===== src/hdl/hdrid_pkg.sv =====
package hdrid_pkg;

    localparam int unsigned BYTE_W     = 8;
    localparam int unsigned PAGE_W     = 16;
    localparam int unsigned SKIP_W     = 9;
    localparam int unsigned CFG_IDX_W  = 1;

    localparam logic [BYTE_W-1:0] LONG_PREFIX    = 8'hFE;
    localparam logic [BYTE_W-1:0] TAG_USAGE_PAGE = 8'h04;
    localparam logic [BYTE_W-1:0] TAG_REPORT_ID  = 8'h84;
    localparam logic [BYTE_W-1:0] TAG_MASK       = 8'hFC;

    localparam logic [PAGE_W-1:0] CMD_PAGE_RST = 16'hFF00;
    localparam logic [PAGE_W-1:0] ALT_PAGE_RST = 16'h00FF;

    // command channel report ids
    localparam logic [BYTE_W-1:0] RID_CMD_0 = 8'h0E;
    localparam logic [BYTE_W-1:0] RID_CMD_1 = 8'h0F;
    localparam logic [BYTE_W-1:0] RID_CMD_2 = 8'h10;
    localparam logic [BYTE_W-1:0] RID_CMD_3 = 8'h11;
    // image channel report ids
    localparam logic [BYTE_W-1:0] RID_IMG_0 = 8'h0C;
    localparam logic [BYTE_W-1:0] RID_IMG_1 = 8'h0D;
    localparam logic [BYTE_W-1:0] RID_IMG_2 = 8'h20;
    localparam logic [BYTE_W-1:0] RID_IMG_3 = 8'h21;

    typedef enum logic [CFG_IDX_W-1:0] {
        REG_CMD_PAGE = 1'b0,
        REG_ALT_PAGE = 1'b1
    } t_cfg_reg;

    typedef enum logic [1:0] {
        PH_PREFIX     = 2'd0,
        PH_LONG_SIZE  = 2'd1,
        PH_LONG_SKIP  = 2'd2,
        PH_SHORT_DATA = 2'd3
    } t_phase;

    typedef struct packed {
        logic [BYTE_W-1:0] desc_byte;
        logic              last_byte;
    } t_in_item;

    typedef struct packed {
        logic cmd_reports_found;
        logic img_reports_found;
    } t_out_item;

endpackage


===== src/hdl/hid_descriptor_report_id_scanner.sv =====
// Channel   Dir  Handshake                Payload
// -------   ---  ---------                -------
// in        in   i_in_valid / o_in_ready   i_in  (desc_byte, last_byte)
// out       out  o_out_valid / i_out_ready o_out (cmd/img reports found)
// cfg       in   i_cfg_valid / o_cfg_ready i_cfg_index, i_cfg_data
//
// One descriptor byte per cycle while o_in_ready is high: the parse state is updated at the same edge
// that accepts the byte; the result register loads on a last byte.
// o_out_valid rises in the cycle after the last byte is accepted.
// o_in_ready is low only while a result waits in the output register and the
// sink is stalling; a taken result frees the register in the same cycle.
// Reset (synchronous, active low) clears the parse state and loads the
// default usage pages. Config writes are always ready.
module hid_descriptor_report_id_scanner (
    input  logic                               i_clk,
    input  logic                               i_rst_n,
    input  logic                               i_in_valid,
    output logic                               o_in_ready,
    input  hdrid_pkg::t_in_item                i_in,
    output logic                               o_out_valid,
    input  logic                               i_out_ready,
    output hdrid_pkg::t_out_item               o_out,
    input  logic                               i_cfg_valid,
    output logic                               o_cfg_ready,
    input  logic [hdrid_pkg::CFG_IDX_W-1:0]    i_cfg_index,
    input  logic [hdrid_pkg::PAGE_W-1:0]       i_cfg_data
);
    import hdrid_pkg::*;

    // configuration
    logic [PAGE_W-1:0] r_cmd_page;
    logic [PAGE_W-1:0] r_alt_page;

    // parse state
    t_phase            r_phase,      n_phase;
    logic [SKIP_W-1:0] r_bytes_left, n_bytes_left;
    logic [BYTE_W-1:0] r_item_tag,   n_item_tag;
    logic [1:0]        r_data_index, n_data_index;
    logic [PAGE_W-1:0] r_value_low,  n_value_low;
    logic [PAGE_W-1:0] r_usage_page, n_usage_page;
    logic [3:0]        r_cmd_seen,   n_cmd_seen;
    logic [3:0]        r_img_seen,   n_img_seen;

    // result register
    logic              r_out_valid,  n_out_valid;
    t_out_item         r_out,        n_out;

    logic              in_acc;
    logic              apply_en;
    logic [BYTE_W-1:0] apply_tag;
    logic [PAGE_W-1:0] apply_val;
    logic [BYTE_W-1:0] rid;
    logic              cmd_page_hit;
    logic              img_page_hit;
    logic [1:0]        size_code;

    assign o_in_ready  = !r_out_valid || i_out_ready;
    assign in_acc      = i_in_valid && o_in_ready;
    assign o_cfg_ready = 1'b1;
    assign o_out_valid = r_out_valid;
    assign o_out       = r_out;

    always_ff @(posedge i_clk) begin
        if (!i_rst_n) begin
            r_cmd_page <= CMD_PAGE_RST;
            r_alt_page <= ALT_PAGE_RST;
        end else if (i_cfg_valid) begin
            case (t_cfg_reg'(i_cfg_index))
                REG_CMD_PAGE: r_cmd_page <= i_cfg_data;
                REG_ALT_PAGE: r_alt_page <= i_cfg_data;
                default:      ;
            endcase
        end
    end

    // Byte decode: walk one step of the item grammar, then apply a finished
    // short item against the current usage page.
    always_comb begin
        n_phase      = r_phase;
        n_bytes_left = r_bytes_left;
        n_item_tag   = r_item_tag;
        n_data_index = r_data_index;
        n_value_low  = r_value_low;
        n_usage_page = r_usage_page;
        n_cmd_seen   = r_cmd_seen;
        n_img_seen   = r_img_seen;
        apply_en     = 1'b0;
        apply_tag    = r_item_tag;
        apply_val    = '0;
        size_code    = i_in.desc_byte[1:0];

        case (r_phase)
            PH_PREFIX: begin
                if (i_in.desc_byte == LONG_PREFIX) begin
                    n_phase = PH_LONG_SIZE;
                end else begin
                    n_item_tag = i_in.desc_byte & TAG_MASK;
                    if (size_code == 2'd0) begin
                        apply_en  = 1'b1;
                        apply_tag = i_in.desc_byte & TAG_MASK;
                    end else begin
                        // size code 3 means four data bytes
                        n_bytes_left = (size_code == 2'd3) ? SKIP_W'(4)
                                                           : SKIP_W'(size_code);
                        n_data_index = '0;
                        n_value_low  = '0;
                        n_phase      = PH_SHORT_DATA;
                    end
                end
            end
            PH_LONG_SIZE: begin
                // skip the long item tag byte plus its data
                n_bytes_left = SKIP_W'(1) + SKIP_W'(i_in.desc_byte);
                n_phase      = PH_LONG_SKIP;
            end
            PH_LONG_SKIP: begin
                if (r_bytes_left <= SKIP_W'(1)) begin
                    n_bytes_left = '0;
                    n_phase      = PH_PREFIX;
                end else begin
                    n_bytes_left = r_bytes_left - SKIP_W'(1);
                end
            end
            PH_SHORT_DATA: begin
                // only the low two data bytes are kept
                if (r_data_index == 2'd0) begin
                    n_value_low[7:0] = r_value_low[7:0] | i_in.desc_byte;
                end else if (r_data_index == 2'd1) begin
                    n_value_low[15:8] = r_value_low[15:8] | i_in.desc_byte;
                end
                n_data_index = r_data_index + 2'd1;
                if (r_bytes_left <= SKIP_W'(1)) begin
                    n_bytes_left = '0;
                    n_phase      = PH_PREFIX;
                    apply_en     = 1'b1;
                    apply_val    = n_value_low;
                end else begin
                    n_bytes_left = r_bytes_left - SKIP_W'(1);
                end
            end
            default: n_phase = PH_PREFIX;
        endcase

        rid          = apply_val[BYTE_W-1:0];
        cmd_page_hit = (r_usage_page == r_cmd_page);
        img_page_hit = cmd_page_hit || (r_usage_page == r_alt_page);

        if (apply_en) begin
            if (apply_tag == TAG_USAGE_PAGE) begin
                n_usage_page = apply_val;
            end else if (apply_tag == TAG_REPORT_ID) begin
                if (cmd_page_hit) begin
                    n_cmd_seen = r_cmd_seen | {rid == RID_CMD_3, rid == RID_CMD_2,
                                               rid == RID_CMD_1, rid == RID_CMD_0};
                end
                if (img_page_hit) begin
                    n_img_seen = r_img_seen | {rid == RID_IMG_3, rid == RID_IMG_2,
                                               rid == RID_IMG_1, rid == RID_IMG_0};
                end
            end
        end

        // result register: load on a last byte, drain when taken
        n_out       = r_out;
        n_out_valid = r_out_valid;
        if (r_out_valid && i_out_ready) begin
            n_out_valid = 1'b0;
        end
        if (in_acc && i_in.last_byte) begin
            n_out_valid             = 1'b1;
            n_out.cmd_reports_found = &n_cmd_seen;
            n_out.img_reports_found = &n_img_seen;
            // descriptor done: back to a clean parse
            n_phase      = PH_PREFIX;
            n_bytes_left = '0;
            n_item_tag   = '0;
            n_data_index = '0;
            n_value_low  = '0;
            n_usage_page = '0;
            n_cmd_seen   = '0;
            n_img_seen   = '0;
        end
    end

    always_ff @(posedge i_clk) begin
        if (!i_rst_n) begin
            r_phase      <= PH_PREFIX;
            r_bytes_left <= '0;
            r_item_tag   <= '0;
            r_data_index <= '0;
            r_value_low  <= '0;
            r_usage_page <= '0;
            r_cmd_seen   <= '0;
            r_img_seen   <= '0;
            r_out_valid  <= 1'b0;
        end else begin
            if (in_acc) begin
                r_phase      <= n_phase;
                r_bytes_left <= n_bytes_left;
                r_item_tag   <= n_item_tag;
                r_data_index <= n_data_index;
                r_value_low  <= n_value_low;
                r_usage_page <= n_usage_page;
                r_cmd_seen   <= n_cmd_seen;
                r_img_seen   <= n_img_seen;
            end
            r_out_valid <= n_out_valid;
        end
    end

    always_ff @(posedge i_clk) begin
        r_out <= n_out;
    end

    // a last byte leaves a clean parse behind
    a_clear_after_last: assert property (@(posedge i_clk) disable iff (!i_rst_n)
        (in_acc && i_in.last_byte) |=>
            (r_phase == PH_PREFIX && r_cmd_seen == 4'd0 && r_img_seen == 4'd0))
        else $error("parse state not cleared after last byte");

    // short item data count stays within one to four bytes
    a_short_count: assert property (@(posedge i_clk) disable iff (!i_rst_n)
        (r_phase == PH_SHORT_DATA) |-> (r_bytes_left != '0 && r_bytes_left <= SKIP_W'(4)))
        else $error("short item byte count out of range");

    // no pending skip or data count while waiting for a prefix or size byte
    a_idle_count: assert property (@(posedge i_clk) disable iff (!i_rst_n)
        (r_phase == PH_PREFIX || r_phase == PH_LONG_SIZE) |-> (r_bytes_left == '0))
        else $error("byte count left over outside an item body");

    // a result only follows an accepted last byte
    a_result_source: assert property (@(posedge i_clk) disable iff (!i_rst_n)
        $rose(r_out_valid) |-> $past(in_acc && i_in.last_byte))
        else $error("result without a last byte");

endmodule


===== config.mk =====
export PLATFORM = sky130hd
export DESIGN_NAME = hid_descriptor_report_id_scanner
export DESIGN_NICKNAME = d
export VERILOG_FILES = /design/src/hdl/hdrid_pkg.sv /design/src/hdl/hid_descriptor_report_id_scanner.sv
export SDC_FILE = /design/constraint.sdc
export NUM_CORES = 1
export LEC_CHECK = 0
export ABC_CLOCK_PERIOD_IN_PS = 3150
export BUFFER_PORTS_ARGS = -buffer_cell sky130_fd_sc_hd__buf_4
export CAP_MARGIN = 20
export CORE_MARGIN = 5
export CORE_UTILIZATION = 55
export CTS_BUF_LIST = sky130_fd_sc_hd__clkbuf_8
export CTS_CLUSTER_SIZE = 30
export DETAILED_ROUTE_END_ITERATION = 6
export GPL_TIMING_DRIVEN = 0
export PLACE_DENSITY = 0.74
export SLEW_MARGIN = 30
export SYNTH_ARGS = -nofsm -noshare
export SYNTH_HDL_FRONTEND = slang
export SYNTH_SLANG_ARGS = --single-unit

===== constraint.sdc =====
create_clock -name i_clk -period 3.15 [get_ports i_clk]
set_clock_uncertainty 0.05 [all_clocks]
set_input_delay 0.63 -clock i_clk [delete_from_list [all_inputs] [get_ports i_clk]]
set_output_delay 0.63 -clock i_clk [all_outputs]
set_load 0.05 [all_outputs]

# Word level (Yosys, flattened, before mapping)
# Index checks and enable logic that the tools add are counted.
# op_classes
add_sub_neg,3
n_lt_le_gt_ge,1
n_eq_ne,23
mux,49
bitwise_logic,5
n_reduce_logical,24
# op_table
cell,count
16-bit 2-to-1 mux,8
8-bit 2-to-1 mux,9
4-bit 2-to-1 mux,10
9-bit 2-to-1 mux,4
16-bit equality test,2
8-bit by 4-bit equality test with 1-bit output (second input constant),4
16-bit case mux with 2 select lines,1
9-bit case mux with 3 select lines,1
8-bit by 5-bit equality test with 1-bit output (second input constant),2
8-bit by 6-bit equality test with 1-bit output (second input constant),2
8-bit equality test (second input constant),2
8-bit bitwise OR,2
2-bit 2-to-1 mux,7
3-bit AND reduction,4
4-bit AND reduction,3
1-bit by 8-bit adder with 9-bit output (first input constant),1
9-bit by 1-bit less-or-equal comparator with 1-bit output (second input constant),1
9-bit by 1-bit subtractor with 9-bit output (second input constant),1
8-bit by 3-bit equality test with 1-bit output (second input constant),1
4-bit bitwise OR,2
2-bit nonzero test,4
2-bit equality test (second input constant),3
2-bit zero test,3
3-bit != test (second input constant),2
17 further kinds,26
# word_totals
regBits,96
in_bits,31
output_inout_bits,5
elab_cells,118

# Logic depth before layout (Yosys ltp)
# Gate-level depths: netlist of run 1.
# depth
depth_word,12
ltp_mapped,11
depth_no_buf,9

# Least setup slack after synthesis of run 1
# Ideal clock, no wire load.
# synth_path
kind,input to register
from,input port i_in[1] (netlist bit)
to,register r_usage_page[6]
setup_ns,0.070
t_arrival_ns,2.716
required_ns,3.030
path_slack_ns,0.314
path_stages,10
n_path_buf,1
cell_sequence,inv_1 ha_1 nand3_1 o211ai_4 mux2_4 a2111oi_4 or2_1 buf_6 nand4b_1 a21boi_1
# synth_via
elab_chain_len,7
elab_cells_between_ends,12
classes_between,eq/ne: 2; mux: 6; reduce/logical: 4
# synth_lines
item,line_no,rtl
start: declaration,hid_descriptor_report_id_scanner.sv:19,"input hdrid_pkg::t_in_item i_in,"
2-bit zero test,hid_descriptor_report_id_scanner.sv:98,if (size_code == 2'd0) begin
8-bit 2-to-1 mux,hid_descriptor_report_id_scanner.sv:98,
8-bit 2-to-1 mux,hid_descriptor_report_id_scanner.sv:94,if (i_in.desc_byte == LONG_PREFIX) begin
8-bit 2-to-1 mux,hid_descriptor_report_id_scanner.sv:92,case (r_phase)
8-bit by 3-bit equality test with 1-bit output,hid_descriptor_report_id_scanner.sv:149,if (apply_tag == TAG_USAGE_PAGE) begin
2-bit nonzero test (no source line),-,
3-bit AND reduction (no source line) *,-,
end signal: assignment,hid_descriptor_report_id_scanner.sv:203,r_usage_page <= n_usage_page;
end: declaration,hid_descriptor_report_id_scanner.sv:40,"logic [PAGE_W-1:0] r_usage_page, n_usage_page;"
# Mark *: on every way between the ends. The rest lies on a longest branch, timed or not.
# A chain may end at the register's enable or synchronous reset.

# Worst setup path after layout of run 1
# Ends and elaborated chain as after synthesis.

==> results of run 1 <==
[path summary, 6_finish.rpt]
path	to	slack, ps	cells past startpoint	startpoint
worst min-delay path	r_alt_page[1]$_SDFFE_PN1P_	420	3	i_cfg_data[1]
worst min register to register	r_data_index[1]$_SDFFE_PN0P_	420	2	r_data_index[1]$_SDFFE_PN0P_
worst max-delay path	r_usage_page[6]$_SDFFE_PN0P_	180	11	i_in[1]
worst max register to register	r_usage_page[6]$_SDFFE_PN0P_	380	9	r_phase[0]$_SDFFE_PN0P_
[cell usage after synthesis, types with 8 or more instances]
cell and instances:
sky130_fd_sc_hd__dfxtp_1 92, sky130_fd_sc_hd__nand2_1 90, sky130_fd_sc_hd__a21oi_1 49, sky130_fd_sc_hd__nor2_1 48
sky130_fd_sc_hd__xnor2_1 39, sky130_fd_sc_hd__nand3_1 38, sky130_fd_sc_hd__clkbuf_1 26, sky130_fd_sc_hd__nor2b_1 24
sky130_fd_sc_hd__nor3_1 21, sky130_fd_sc_hd__a21boi_0 19, sky130_fd_sc_hd__inv_1 14, sky130_fd_sc_hd__mux2i_1 13
sky130_fd_sc_hd__ha_1 12, sky130_fd_sc_hd__nand4_1 12, sky130_fd_sc_hd__o21ai_0 12, sky130_fd_sc_hd__a21boi_1 10
sky130_fd_sc_hd__and2_1 8
[cells in the final DEF, fill, tap and decap left out, types with 8 or more instances in the layout]
cell                       synthesis  routed
sky130_fd_sc_hd__dfxtp_1          92      92
sky130_fd_sc_hd__nand2_1          90      90
sky130_fd_sc_hd__a21oi_1          49      49
sky130_fd_sc_hd__nor2_1           48      48
sky130_fd_sc_hd__xnor2_1          39      39
sky130_fd_sc_hd__nand3_1          38      38
sky130_fd_sc_hd__buf_4             1      31
sky130_fd_sc_hd__clkbuf_1         26      26
sky130_fd_sc_hd__nor2b_1          24      24
sky130_fd_sc_hd__nor3_1           21      21
sky130_fd_sc_hd__a21boi_0         19      19
sky130_fd_sc_hd__inv_1            14      15
sky130_fd_sc_hd__mux2i_1          13      13
sky130_fd_sc_hd__nand4_1          12      12
sky130_fd_sc_hd__o21ai_0          12      12
sky130_fd_sc_hd__ha_1             12      12
sky130_fd_sc_hd__clkbuf_8          2      11
sky130_fd_sc_hd__a21boi_1         10      10
sky130_fd_sc_hd__and2_1            8       8
[logic make-up after synthesis]
group | Yosys count | synth area share
compound gates | 117 | 0.153
xor+xnor | 42 | 0.0745
fa+ha+maj | 12 | 0.0304
buf+inv | 51 | 0.0514
flops | 94 | 0.385
mux | 14 | 0.0294
other cells | 1 | 0.000759
simple gates | 278 | 0.275
[stage by stage]
| stage | instance area, sq um | utilization |
|---|---|---|
| 2_1_floorplan | 4940 | - |
| 3_3_place_gp | 5300 | 0.608 |
| 3_5_place_dp | 5300 | 0.608 |
| 4_1_cts | 5500 | 0.630 |
| 5_1_grt | 5500 | 0.630 |
| 6_report | 5500 | 0.630 |
[worst max-delay path, stage by stage]
cell	delay, ps
sky130_fd_sc_hd__buf_4	150
sky130_fd_sc_hd__inv_1	100
sky130_fd_sc_hd__ha_1	170
sky130_fd_sc_hd__nand3_1	150
sky130_fd_sc_hd__o211ai_4	320
sky130_fd_sc_hd__mux2_4	380
sky130_fd_sc_hd__a2111oi_4	690
sky130_fd_sc_hd__or2_1	210
sky130_fd_sc_hd__buf_6	140
sky130_fd_sc_hd__nand4b_1	110
sky130_fd_sc_hd__a21boi_1	160
[metal layers]
| metal | track usage | wire [um] | share of wire | up-vias |
|---|---|---|---|---|
| met5 | 0 | 0 | 0 | - |
| met4 | 0.0877 | 250 | 0.021 | 0 |
| met3 | 0.0413 | 553 | 0.046 | 20 |
| met2 | 0.388 | 6030 | 0.50 | 109 |
| met1 | 0.263 | 5160 | 0.43 | 2016 |
| li1 | - | - | - | 2164 |
[final cells by class]
type	instances	area share
Multi-Input combinational cell	464	0.507
Sequential cell	94	0.346
Timing Repair Buffer	30	0.0410
Buffer	37	0.0366
Tap cell	108	0.0246
Clock buffer	9	0.0225
Clock inverter	7	0.0132
Inverter	14	0.00956
[sequential cells by signal, summed over array words and instances, names as in the netlist]
| register | count |
|---|---|
| r_value_low | 16 |
| r_img_seen | 4 |
| r_alt_page | 16 |
| r_usage_page | 16 |
| o_out_valid | 1 |
| o_out | 2 |
| r_data_index | 2 |
| r_cmd_seen | 4 |
| r_bytes_left | 9 |
| r_cmd_page | 16 |
| r_phase | 2 |
| r_item_tag | 6 |
[power by group]
group / switching, mW / internal, mW / total [mW]
sequential: 0.0274 / 1.23 / 1.26
clock: 0.453 / 0.370 / 0.823
combinational: 0.244 / 0.159 / 0.404
==> metrics.csv, run 1 <==
metric;value;unit
dieWidth;105;um
gp_congestion;0.879;
post_synth_main_area_contributors;sky130_fd_sc_hd__dfxtp_1 (37%), sky130_fd_sc_hd__xnor2_1 (6.9%), sky130_fd_sc_hd__nand2_1 (6.8%);
num_rows;34;
antennaDiodeCount;0;
post-place-ws;-143;ps
layoutNonFillerInstCount;763;
fp.coreArea;8720;sq um
number_of_antenna_violations_at_the_first_check_in_global_routing;0;
max_freq;337;MHz
initial_core_util;0.567;
synth_enable_flop_cells;2;
numCtsBuffers;9;
setup-tns-final;0;ps
grt_max_degree;17;
global_route_wire_length_before_repair;19800;um
final.min_clock_period;2970;ps
synth.top_cell.area_share;0.373;
cts.repair_timing.setup_buffer_count;0;
ctsLongestPathBuffers;2;
layout.area.seq;1900;sq um
vias_per_cell;5.65;
status;finished clean;
mean_instance_size_in_the_synthesized_netlist;8.11;sq um
post-synth-top-area-cell;sky130_fd_sc_hd__dfxtp_1;
critPathKind;input port to flip-flop;
grt_use_total;0.220;
area_growth;11.3;%
wl_per_cell;15.7;um
power.density;452;nW/um^2
clock_tree.htree_level_count;3;
hold_viol_final;0;
timing.final.crit_share;0.942;
postSynthRegisterBits;94;
drt_iter0_drc;209;
max_transition_margin;0.526;
clock_latency;370;ps
first_global_vias;4137;
yosysUniqueCellTypes;55;
critical_path_at;3220;ps
grt_remaining_overflow;0;
drt_total_wl;12000;um
slew_viol_final;0;
io_buffer_count;30;
drtPass1Iterations;5;
async_reset_ff_frac;0;
worst_margin_pin_slew;710;ps
postCtsResizedCells;0;
holdBufCountCts;0;
yosys_warnings;0;
die_y;105;um
power.static_leakage;2.00;nW
totalPowerFinal;2.48;mW
critical_path_peak_fanout;10;
setup_viol_count_final;0;
synth.yosys.seq_area_share;0.385;
area_taken_by_multi_input_logic_gates;2790;sq um
clock_tree_from_tritoncts;built;
setup.worst_path.start_class;input port;
hold-worst-slack;424;ps
setup.worst_path.end_class;flip-flop;
layout_cell_share_with_drive_strength_beyond_1;0.0992;
antenna_left;0;
synth_area;4940;sq um
die_area;11000;sq um
crit_required;3400;ps
clock-sinks;94;
hold_class;input port to flip-flop;
fin_ws;184;ps
cts.reportedPaths.clkPinSlew;100;ps
ioPinCount;36;
dr_total_vias;4309;
grt_setup_unrepaired;no;
drc;0;
ir_drop;0.230;mV
synthFlopType;sky130_fd_sc_hd__dfxtp_1;
placed_cells_incl_taps;747;
cts-root-buf;sky130_fd_sc_hd__clkbuf_8;
drv_cap;0;
dpl.hpwl;8980;um
synthesis.instances;609;
net_count_of_the_finished_layout;693;
final.fill_count;784;
postSynthNetCount;652;
No activity file was read; power rests on OpenSTA's default activity.
==> run 2: changes to the inputs <==
--- a/config.mk
+++ b/config.mk
@@ -9,12 +9,12 @@
 export BUFFER_PORTS_ARGS = -buffer_cell sky130_fd_sc_hd__buf_4
 export CAP_MARGIN = 20
 export CORE_MARGIN = 5
-export CORE_UTILIZATION = 55
+export CORE_UTILIZATION = 50
 export CTS_BUF_LIST = sky130_fd_sc_hd__clkbuf_8
 export CTS_CLUSTER_SIZE = 30
 export DETAILED_ROUTE_END_ITERATION = 6
 export GPL_TIMING_DRIVEN = 0
-export PLACE_DENSITY = 0.74
+export PLACE_DENSITY = 0.75
 export SLEW_MARGIN = 30
 export SYNTH_ARGS = -nofsm -noshare
 export SYNTH_HDL_FRONTEND = slang
==> constraint.sdc (replaced) <==
create_clock -name i_clk -period 3.15 [get_ports i_clk]
set_clock_uncertainty 0.05 [all_clocks]
set_input_delay 0.63 -clock i_clk [delete_from_list [all_inputs] [get_ports i_clk]]
set_output_delay 0.63 -clock i_clk [all_outputs]
set_load 0.02 [all_outputs]
==> run 2 against run 1 <==
Register-to-register slack improved by 90 ps. Combinational power about the same. Sequential share of layout area decreased by 0.23 points. Utilization decreased by 5.9 points. Global-route usage decreased by 0.73 points. Via count increased by 1.9%. Critical endpoint is now o_out[0]$_DFFE_PP_. Highest routed layer unchanged. Critical path depth decreased by 1.
==> metrics.csv, run 2 (synthesis gave the netlist of run 1 again) <==
metric;value;unit
postLayoutCoreUtil;0.572;
slew_viol_final;0;
critical_path.cell_chain;buf_4, inv_1, ha_1, nand3_1, o211ai_4, mux2i_1, and3_1, a21oi_1, or2_2, nor3_1;
antennaDiodeCount;0;
final.fill_count;887;
drv_cap;0;
crit_slowest_cell;sky130_fd_sc_hd__mux2i_1;
setup.worst_path.end_class;flip-flop;
power.static_leakage;2.01;nW
net_count_of_the_finished_layout;695;
setup_viol_count_final;0;
number_of_antenna_violations_at_the_first_check_in_global_routing;0;
layout.area.seq;1900;sq um
totalPowerFinal;2.45;mW
layout_cell_share_with_drive_strength_beyond_1;0.104;
register_to_register_setup_slack;470;ps
numCtsBuffers;9;
timing.final.crit_share;0.858;
timing.hold.worst_path_depth;3;
initial_core_util;0.510;
fp.coreArea;9680;sq um
die_y;109;um
cts-root-buf;sky130_fd_sc_hd__clkbuf_8;
clock_tree.htree_level_count;3;
vias_per_cell;5.56;
drtPass1Iterations;5;
drt_total_wl;12400;um
hold_class;input port to flip-flop;
first_global_vias;4216;
detailroute.wirelength.met2;6060;um
setup.worst_path.start_class;input port;
clock-sinks;94;
antenna_left;0;
grt_setup_unrepaired;no;
dr.max_layer_used;met4;
ir_drop;0.227;mV
final.min_clock_period;2700;ps
wl_per_cell;15.7;um
hold_viol_final;0;
wirelength_met1;5310;um
most_used_cells_in_the_layout_excluding_fill_and_tap_cells;sky130_fd_sc_hd__dfxtp_1 (92), sky130_fd_sc_hd__nand2_1 (90), sky130_fd_sc_hd__a21oi_1 (49);
max_freq;370;MHz
die_area;12000;sq um
crit_required;3300;ps
ioPinCount;36;
area_growth;12.0;%
critical_path.max_stage_delay;370;ps
dr_total_vias;4393;
power.density;442;nW/um^2
worst_margin_pin_slew;687;ps
io_buffer_count;30;
area_taken_by_multi_input_logic_gates;2790;sq um
clock_latency;380;ps
grt_use_total;0.213;
dpl.hpwl;9290;um
dieWidth;109;um
gp_congestion;0.935;
status;finished clean;
global_route_wire_length_before_repair;20100;um
layout.cells.most_common;sky130_fd_sc_hd__dfxtp_1;
num_rows;36;
clock_tree_from_tritoncts;built;
critPathKind;input port to flip-flop;
holdBufCountCts;0;
critical_path_peak_fanout;7;
grt_max_degree;18;
r2r_cells;9;
drc;0;
grt_remaining_overflow;0;
hold-worst-slack;415;ps
critical_path_at;2860;ps
cts.reportedPaths.clkPinSlew;110;ps
max_transition_margin;0.538;
ctsLongestPathBuffers;2;
drt_iter0_drc;365;
wl_met3;765;um
==> run 2: cell count changes in the layout (fill, tap and decap cells not counted) <==
cell                        change
sky130_fd_sc_hd__clkinv_4       -1
sky130_fd_sc_hd__inv_8          +1
sky130_fd_sc_hd__buf_4          +2
sky130_fd_sc_hd__clkbuf_8       +1
sky130_fd_sc_hd__inv_6          +1
sky130_fd_sc_hd__inv_1          -1
sky130_fd_sc_hd__bufinv_16      -1
==> run 2: final timing paths <==
path	from	endpoint
max	i_in[1]	o_out[0]$_DFFE_PP_
min	i_cfg_data[5]	r_alt_page[5]$_SDFFE_PN1P_
max reg2reg	r_data_index[0]$_SDFFE_PN0P_	o_out[0]$_DFFE_PP_
min reg2reg	r_cmd_seen[1]$_SDFFE_PN0P_	r_cmd_seen[1]$_SDFFE_PN0P_
==> run 2: area by class of cell <==
| cell class | instances | share of cell area |
|---|---|---|
| Clock inverter | 6 | 0.00904 |
| Multi-Input combinational cell | 464 | 0.503 |
| Timing Repair Buffer | 32 | 0.0434 |
| Sequential cell | 94 | 0.344 |
| Inverter | 14 | 0.00949 |
| Buffer | 37 | 0.0364 |
| Tap cell | 133 | 0.0301 |
| Clock buffer | 10 | 0.0249 |
==> run 2: report_power, final <==
| group | total (mW) | internal, mW | switching (mW) |
|---|---|---|---|
| logic | 0.401 | 0.160 | 0.241 |
| registers | 1.26 | 1.23 | 0.0289 |
| clock network | 0.787 | 0.322 | 0.466 |
==> run 2: what timing repair did <==
| action | 4_1_cts | 5_1_grt |
|---|---|---|
| hold endpoints to repair | 0 | 0 |
| resized for setup | 0 | 0 |
| buffers inserted | 0 | 2 |
| endpoints found under the setup margin | 0 | 10 |
==> run 2: through the flow <==
step,std cells,setup WS (ps),TNS [ps],cell area [sq um]
after floorplan,609,314,0,4940
after global placement,772,-182,-1500,5330
after detailed placement,772,-264,-2510,5330
after CTS,788,107,0,5520
after global routing,790,219,0,5540
final,790,447,0,5540
==> run 2: critical path, delay by kind of cell <==
family,cells,cell delay [ps]
simple gates,4,1000
compound gates,2,430
mux,1,370
buf+inv,2,250
fa+ha+maj,1,180
==> run 2: metal layers <==
layer,vias up,global-route usage
met3,23,0.0370
met2,159,0.358
met1,2054,0.272
met5,-,0
met4,0,0.0819
li1,2157,-
